**src/sv/spq_pkg.sv**
```systemverilog
// spq_pkg: shared sizes, entry and command types, status and action codes
// for the sorted priority queue; no dependencies
`default_nettype none

package spq_pkg;

   localparam int DEPTH     = 64;
   localparam int ID_BITS   = 16;
   localparam int PRIO_BITS = 8;
   localparam int CNT_BITS  = $clog2(DEPTH + 1);
   localparam int CAP_BITS  = 7;
   localparam logic [CAP_BITS-1:0] CAP_RESET = 7'd64;

   typedef enum logic {
      ACT_ENQUEUE = 1'b0,
      ACT_DEQUEUE = 1'b1
   } action_type;

   typedef enum logic [1:0] {
      ST_DONE  = 2'd0,
      ST_FULL  = 2'd1,
      ST_EMPTY = 2'd2
   } status_type;

   typedef struct packed {
      logic [ID_BITS-1:0]   id;
      logic [PRIO_BITS-1:0] prio;
   } entry_type;

   // broadcast to every cell in the row
   typedef struct packed {
      logic      enq;
      logic      deq;
      entry_type new_entry;
   } cmd_type;

endpackage

`default_nettype wire

```
**src/sv/spq_cell.sv**
```systemverilog
// spq_cell: one slot of the sorted row; keeps its entry, takes the new
// entry, or takes a neighbor's entry. depends on spq_pkg
`default_nettype none

module spq_cell (
   input  wire                    clock,
   input  spq_pkg::cmd_type       cmd,
   input  wire                    live,
   input  wire                    left_stays,
   input  spq_pkg::entry_type     left_entry,
   input  spq_pkg::entry_type     right_entry,
   output spq_pkg::entry_type     entry_out,
   output logic                   stays_out
);

   spq_pkg::entry_type entry_ff;
   spq_pkg::entry_type entry_in;

   // stays put on insert when it ranks at or above the newcomer
   assign stays_out = live && (entry_ff.prio >= cmd.new_entry.prio);
   assign entry_out = entry_ff;

   always_comb begin
      entry_in = entry_ff;
      if (cmd.deq) begin
         entry_in = right_entry;
      end else if (cmd.enq && !stays_out) begin
         if (left_stays) begin
            entry_in = cmd.new_entry;
         end else begin
            entry_in = left_entry;
         end
      end
   end

   always_ff @(posedge clock) begin
      entry_ff <= entry_in;
   end

endmodule

`default_nettype wire

```
**src/sv/sorted_priority_queue.sv**
```systemverilog
// sorted_priority_queue: top level; row of spq_cell slots, entry count,
// capacity register and registered response. depends on spq_pkg, spq_cell
//
//   channel  dir  handshake             payload
//   req      in   req_tvalid/tready     tuser action, tdata id + priority
//   rsp      out  rsp_tvalid/tready     tuser status, tdata id/prio/count
//   csr      in   psel/penable/pready   capacity at byte address 0
//
// all slots compare against the new priority and shift in parallel, so one
// request is accepted per clock while the response register can take it;
// the response sits in an output register; a new request is taken while that
// register is empty or being drained in the same cycle
// reset clears the entry count and response valid and sets capacity to 64;
// slot contents are not reset, only slots below the count are ever read
`default_nettype none

module sorted_priority_queue (
   input  wire         clock,
   input  wire         reset,
   // request channel
   input  wire         req_tvalid,
   output logic        req_tready,
   input  wire  [23:0] req_tdata,   // [15:0] new_id, [23:16] new_priority
   input  wire  [0:0]  req_tuser,   // [0] action
   // response channel
   output logic        rsp_tvalid,
   input  wire         rsp_tready,
   output logic [31:0] rsp_tdata,   // [15:0] out_id, [23:16] out_priority,
                                    // [30:24] held_count, [31] zero
   output logic [1:0]  rsp_tuser,   // [1:0] status
   // configuration port
   input  wire         csr_psel,
   input  wire         csr_penable,
   input  wire         csr_pwrite,
   input  wire  [2:0]  csr_paddr,
   input  wire  [31:0] csr_pwdata,
   output logic [31:0] csr_prdata,
   output logic        csr_pready
);

   localparam int DEPTH    = spq_pkg::DEPTH;
   localparam int CNT_BITS = spq_pkg::CNT_BITS;

   // capacity register
   logic [spq_pkg::CAP_BITS-1:0] cap_ff, cap_in;
   logic                         csr_wr;

   assign csr_pready = 1'b1;
   assign csr_wr     = csr_psel && csr_penable && csr_pwrite && csr_pready
                       && (csr_paddr[2] == 1'b0);
   assign cap_in     = csr_wr ? csr_pwdata[spq_pkg::CAP_BITS-1:0] : cap_ff;
   assign csr_prdata = (csr_paddr[2] == 1'b0)
                       ? {{(32-spq_pkg::CAP_BITS){1'b0}}, cap_ff} : 32'd0;

   // request decode
   logic                  accept;
   logic                  is_deq;
   logic [CNT_BITS-1:0]   count_ff, count_in;
   logic                  full, empty;
   spq_pkg::cmd_type      cmd;
   spq_pkg::status_type   status;

   assign accept = req_tvalid && req_tready;
   assign is_deq = (spq_pkg::action_type'(req_tuser[0]) == spq_pkg::ACT_DEQUEUE);

   // the limit is the smaller of capacity and depth
   assign full  = (32'(count_ff) >= 32'(cap_ff)) || (32'(count_ff) >= 32'(DEPTH));
   assign empty = (count_ff == '0);

   assign cmd.enq            = accept && !is_deq && !full;
   assign cmd.deq            = accept && is_deq && !empty;
   assign cmd.new_entry.id   = req_tdata[15:0];
   assign cmd.new_entry.prio = req_tdata[23:16];

   always_comb begin
      count_in = count_ff;
      if (cmd.enq) begin
         count_in = count_ff + CNT_BITS'(1);
      end else if (cmd.deq) begin
         count_in = count_ff - CNT_BITS'(1);
      end
   end

   always_comb begin
      if (is_deq) begin
         status = empty ? spq_pkg::ST_EMPTY : spq_pkg::ST_DONE;
      end else begin
         status = full ? spq_pkg::ST_FULL : spq_pkg::ST_DONE;
      end
   end

   // row of slots, head at index 0
   spq_pkg::entry_type slot_entry [DEPTH];
   logic [DEPTH-1:0]   slot_stays;
   logic [DEPTH-1:0]   slot_live;

   for (genvar i = 0; i < DEPTH; i++) begin : g_cell
      spq_pkg::entry_type left_e, right_e;
      logic               left_s;

      assign slot_live[i] = (CNT_BITS'(i) < count_ff);

      // the head takes the newcomer whenever it does not stay
      if (i == 0) begin : g_head
         assign left_s = 1'b1;
         assign left_e = cmd.new_entry;
      end else begin : g_body
         assign left_s = slot_stays[i-1];
         assign left_e = slot_entry[i-1];
      end

      // the tail slot goes dead on dequeue, so its fill value is arbitrary
      if (i == DEPTH - 1) begin : g_tail
         assign right_e = '0;
      end else begin : g_inner
         assign right_e = slot_entry[i+1];
      end

      spq_cell u_cell (
         .clock       (clock),
         .cmd         (cmd),
         .live        (slot_live[i]),
         .left_stays  (left_s),
         .left_entry  (left_e),
         .right_entry (right_e),
         .entry_out   (slot_entry[i]),
         .stays_out   (slot_stays[i])
      );
   end

   // response register
   logic                      rsp_valid_ff, rsp_valid_in;
   spq_pkg::status_type       rsp_status_ff, rsp_status_in;
   spq_pkg::entry_type        rsp_entry_ff, rsp_entry_in;
   logic [CNT_BITS-1:0]       rsp_count_ff, rsp_count_in;

   assign req_tready = !rsp_valid_ff || rsp_tready;

   always_comb begin
      rsp_valid_in  = rsp_valid_ff && !rsp_tready;
      rsp_status_in = rsp_status_ff;
      rsp_entry_in  = rsp_entry_ff;
      rsp_count_in  = rsp_count_ff;
      if (accept) begin
         rsp_valid_in  = 1'b1;
         rsp_status_in = status;
         rsp_entry_in  = cmd.deq ? slot_entry[0] : '0;
         rsp_count_in  = count_in;
      end
   end

   always_ff @(posedge clock) begin
      if (reset) begin
         cap_ff       <= spq_pkg::CAP_RESET;
         count_ff     <= '0;
         rsp_valid_ff <= 1'b0;
      end else begin
         cap_ff       <= cap_in;
         count_ff     <= count_in;
         rsp_valid_ff <= rsp_valid_in;
      end
   end

   always_ff @(posedge clock) begin
      rsp_status_ff <= rsp_status_in;
      rsp_entry_ff  <= rsp_entry_in;
      rsp_count_ff  <= rsp_count_in;
   end

   assign rsp_tvalid = rsp_valid_ff;
   assign rsp_tuser  = rsp_status_ff;
   assign rsp_tdata  = {1'b0, 7'(rsp_count_ff), rsp_entry_ff.prio, rsp_entry_ff.id};

   // checks
   a_count_bound: assert property (@(posedge clock) disable iff (reset)
      32'(count_ff) <= 32'(DEPTH))
      else $error("entry count beyond depth");

   a_rsp_after_accept: assert property (@(posedge clock) disable iff (reset)
      accept |=> rsp_valid_ff)
      else $error("accepted request left no response");

   a_enq_grows: assert property (@(posedge clock) disable iff (reset)
      cmd.enq |=> (count_ff == $past(count_ff) + CNT_BITS'(1)))
      else $error("insert did not grow the count");

   a_deq_head: assert property (@(posedge clock) disable iff (reset)
      cmd.deq |=> (rsp_entry_ff == $past(slot_entry[0])
                   && rsp_status_ff == spq_pkg::ST_DONE))
      else $error("dequeue response is not the old head");

   a_reject_holds: assert property (@(posedge clock) disable iff (reset)
      (accept && !cmd.enq && !cmd.deq) |=> $stable(count_ff))
      else $error("rejected request changed the count");

endmodule

`default_nettype wire

```
**config.mk**
```make
export PLATFORM = sky130hd
export DESIGN_NAME = sorted_priority_queue
export DESIGN_NICKNAME = d
export VERILOG_FILES = /design/src/sv/spq_pkg.sv /design/src/sv/spq_cell.sv /design/src/sv/sorted_priority_queue.sv
export SDC_FILE = /design/constraint.sdc
export NUM_CORES = 2
export LEC_CHECK = 0
export BUFFER_PORTS_ARGS = -buffer_cell sky130_fd_sc_hd__buf_2
export CAP_MARGIN = 20
export CORE_MARGIN = 2
export CORE_UTILIZATION = 45
export CTS_BUF_LIST = sky130_fd_sc_hd__clkbuf_4 sky130_fd_sc_hd__clkbuf_8
export CTS_CLUSTER_SIZE = 30
export DETAILED_ROUTE_END_ITERATION = 8
export SYNTH_ARGS = -nofsm -noshare
export SYNTH_HDL_FRONTEND = slang
export SYNTH_SLANG_ARGS = --single-unit
```
**constraint.sdc**
```tcl
create_clock -name clock -period 14.5 [get_ports clock]
set_input_delay 4.35 -clock clock [delete_from_list [all_inputs] [get_ports clock]]
set_output_delay 4.35 -clock clock [all_outputs]
set_load 0.01 [all_outputs]
```
Word level (Yosys, flattened, before mapping)
Cells that the tools add are included. W data, S select, Z words.

$add $sub $neg: 2. Magnitude comparators: 130. Mux-type cells: 196. Bitwise logic cells: 1. Reductions and logical operators: 272.

Operators by type and width (count): $mux W24 (189); $ge A8 B8 Y1 (64); $lt A6 B7 Y1 const A (32); $logic_and A1 B1 Y1 (137); $reduce_bool A2 Y1 (63); $lt A5 B7 Y1 const A (16); $logic_not A1 Y1 (69); $lt A4 B7 Y1 const A (8); $lt A3 B7 Y1 const A (4); $mux W7 (3); $lt A1 B7 Y1 const A (2); $lt A2 B7 Y1 const A (2); $add A7 B1 Y7 const B (1); $ge A7 B7 Y1 (1); $ge A7 B7 Y1 const B (1); $logic_not A7 Y1 (1); $sub A7 B1 Y7 const B (1); $mux W2 (2); $logic_or A1 B1 Y1 (2); $mux W1 (2); $not A1 Y1 (1).

Register bits: 1584. Output and inout bits: 69. Logic and storage cells: 736.

Logic depth before layout (Yosys ltp)
Word-level depth: 8. Gate-level depth with buffers: 12. Mapped depth without buffers: 8.

By module
Synthesis repeated with hierarchy kept, for this count alone.

Cell total of the unflattened synthesis: 8927. Area total of the unflattened synthesis: 97061.8 um^2.

By module, submodules not included: spq_cell (times used 64, cells an instance 134, area an instance 1467.7 um^2); sorted_priority_queue (times used 1, cells an instance 351, area an instance 3131.8 um^2).

Worst setup path before layout
No wires, ideal clock.

Kind: input to register. Start point: in req_tdata[21]. End point: reg g_cell[2].u_cell.entry_ff (netlist bit g_cell[2].u_cell.entry_out[0]), enable pin. Arrival time: 9.101 ns. Required time: 14.062 ns. Setup slack: 4.961 ns. Cell stages on the path: 10. Cells stage by stage: clkbuf_1 > inv_1 > ha_1 > a21o_1 > a21o_1 > a221o_1 > and2_1 > clkbuf_1 > clkbuf_1 > o21ai_0.

Word-level cells in the longest chain between the ends: 5.

RTL lines: start, declared (RTL line sorted_priority_queue.sv:23) `input wire [23:0] req_tdata,`; $ge A8 B8 Y1 (RTL line spq_cell.sv:20) `assign stays_out = live && (entry_ff.prio >= cmd.new_entry.prio);`; $logic_and A1 B1 Y1 (RTL line spq_cell.sv:20); $logic_not A1 Y1 (RTL line spq_cell.sv:27) `end else if (cmd.enq && !stays_out) begin`; $logic_and A1 B1 Y1 (RTL line spq_cell.sv:27); $reduce_bool A2 Y1 (no source line); end signal, assigned (RTL line spq_cell.sv:37) `entry_ff <= entry_in;`; end, declared (RTL line spq_cell.sv:16) `spq_pkg::entry_type entry_ff;`.

No other way between the ends. A chain may end at the register's enable or synchronous reset.

Worst setup path after layout
Start point: in rsp_tready. End point: out req_tready.

Word-level cells in the longest chain between the ends: 1.

RTL lines: start, declared (RTL line sorted_priority_queue.sv:27) `input wire rsp_tready,`; $logic_or A1 B1 Y1 (RTL line sorted_priority_queue.sv:137) `assign req_tready = !rsp_valid_ff || rsp_tready;`; end, declared (RTL line sorted_priority_queue.sv:22) `output logic req_tready,`.

No other way between the ends.

==> impl_metrics.yaml <==
worst_setup_path:
  cp_slowest_cell: "nand2b_1"
  path_class: "in -> out"
  cp_max_fo: 3
  path_cells: "buf_2 > nand2b_1 > buf_2"
  start_kind: "input pin"
  worstPathArrival_ns: 4.77
  cp_data_required_time_ns: 10.15
  crit_path_max_incr_delay_ns: 0.17
  cpLargestDelayFamily: "buffers and inverters"
  r2r_cells: 9
  cpMostUsedCell: "buf_2"
  path_buf_inv: 2
  cp-end-kind: "output pin"
  crit_cells: 3
die:
  core_area_um2: 222000
  initial_core_util: 0.452
  die_x_um: 476
  dieArea_um2: 227000
  num_rows: 173
  io_pins: 136
  die_h_um: 476
sta:
  worst_pin_slew_ns: 1.27
  hold_slack_ns: 0.467
  finalHoldViolCount: 0
  period_share: 0.629
  drv_slew: 0
  fin_tns_setup_ns: 0
  maxSlewHeadroom: 0.151
  setup_viol: 0
  rsz0062_at_grt: "false"
  fmax_mhz: 110
  skew_ns: 0.0588
  fin_crit_ns: 9.12
global_routing:
  grt_pass1_wl_mm: 564
  track_usage: 0.337
  grt_max_degree: 214
  grt.overflow.total: 0
  first_global_vias: 80000
  grt_antenna_before_repair: 23
status:
  status: "finished clean"
final_layout:
  syn_to_final_growth_pct: 7.95
  final_cell_mix: "1,545 x edfxtp_1, 1,109 x nand2_1, 859 x a21oi_1, 842 x a221o_1, 622 x o211ai_1"
  layout_commonest_cell: "edfxtp_1"
  drive_gt1_frac: 0.110
  fin_nets: 10000
clock_tree:
  clk_latency_ns: 1.11
  clkTransAtPathRegs_ns: 0.06
  htree_levels: 5
  cts_setup_buffers: 0
  cts_root_buffer: "clkbuf_8"
  cts.path.max_buffers: 4
  cts_resized: 0
  cts_buffers: 298
  clock_sinks: 1584
  hold_buffers: 0
  tritoncts: "built"
drt:
  num_vias: 87800
  drt_iter0_markers: 14300
  drc: 0
  dr.pass1.iters: 7
  viasPerCell: 6.95
  postRouteAntennaNets: 0
  routed_wl_mm: 397
  wire_per_inst_um: 31.4
synthesis:
  synth_warnings: 0
  synth_cell_types: 77
  synth_edf_count: 1545
  synthCells: 9875
  syn_avg_cell_area_um2: 10.2
  ys_ff_latch: 1584
  synthArstFlopShare: 0
  synth_area_um2: 100000
  ys.flop_type: "edfxtp_1"
  ys_seq_area_frac: 0.470
placement:
  numPortBuffers: 81
  gp_congestion: 0.915
  dp_hpwl_mm: 257
power:
  p_leak_nw: 39.9
  p_per_area_nw_per_um2: 145
  ir_drop_mv: 0.0994
run:
  max-cap-violations: 0
hold_path:
  hold_depth: 1
  hp-class: "reg -> reg"
-- report_power, final --
group          internal [W]  switching [W]
clock               0.00225        0.00203
combinational       0.00162        0.00288
sequential          0.00620       0.000692
-- path summary, 6_finish.rpt --
kind                           from                                   endpoint  slack [ns]
max                      rsp_tready                                 req_tready        5.38
min          cap_ff[6]$_SDFFE_PP1P_                     cap_ff[6]$_SDFFE_PP1P_        0.47
max reg2reg  count_ff[3]$_SDFF_PP0_  g_cell[17].u_cell.entry_out[12]$_DFFE_PP_        9.20
min reg2reg  cap_ff[6]$_SDFFE_PP1P_                     cap_ff[6]$_SDFFE_PP1P_        0.47
-- per-stage QoR --
| stage | instances | util | cell area [um2] | power (W) | setup WS, ns |
|---|---|---|---|---|---|
| finish | 12600 | 0.488 | 108000 | 0.0157 | 5.38 |
| global route | 12600 | 0.488 | 108000 | 0.0163 | 5.37 |
| CTS | 12600 | 0.485 | 108000 | 0.0155 | 5.38 |
| detailed placement | 12100 | 0.461 | 102000 | 0.0113 | 5.17 |
| global placement | 12100 | 0.460 | 102000 | 0.0111 | 4.87 |
| floorplan | 9900 | - | 100000 | 0.00974 | 4.96 |
-- cell families (layout without fill, tap and decap cells) --
kind of cell	Yosys count	after routing	share of synthesized area
simple gates	2732	2732	0.132
xor+xnor	4	4	0.000349
flops	1584	1584	0.470
mux	34	34	0.00344
fa+ha+maj	514	514	0.0641
other cells	2	49	0.0000749
compound gates	3739	3739	0.272
buf+inv	1266	1006	0.0573
-- synth_stat cells, types with 318 or more instances --
cell type	count	share of area
edfxtp_1	1545	0.46
nor3b_1	414	0.031
a221o_1	842	0.084
clkbuf_1	675	0.025
buf_2	318	0.016
o211ai_1	622	0.047
ha_1	514	0.064
nor2_1	523	0.020
a21oi_1	875	0.044
a22oi_1	432	0.032
nand2_1	1109	0.042
a31oi_1	436	0.027
-- flip-flops by register name (all words and copies together) (netlist names) --
signal / flops
rsp_tdata: 24
cap_ff: 7
count_ff: 7
g_cell.u_cell.entry_out: 1536
rsp_tuser: 2
rsp_count_ff: 7
rsp_tvalid: 1
-- per-layer routing --
layer | GRT usage | wire [um]
met3 | 0.0895 | 52200
met2 | 0.465 | 160000
met1 | 0.483 | 162000
met4 | 0.173 | 22400
met5 | 0 | 91
-- layout make-up --
cell class,count,area [um2]
clock buffer,411,5020
fill,20200,114000
multi-input combinational,7050,47900
tap,2975,3720
timing repair buffer,427,3640
inverter,89,352
antenna,22,55.1
sequential,1584,47200
clock inverter,79,402
No activity file was read; power rests on OpenSTA's default activity.
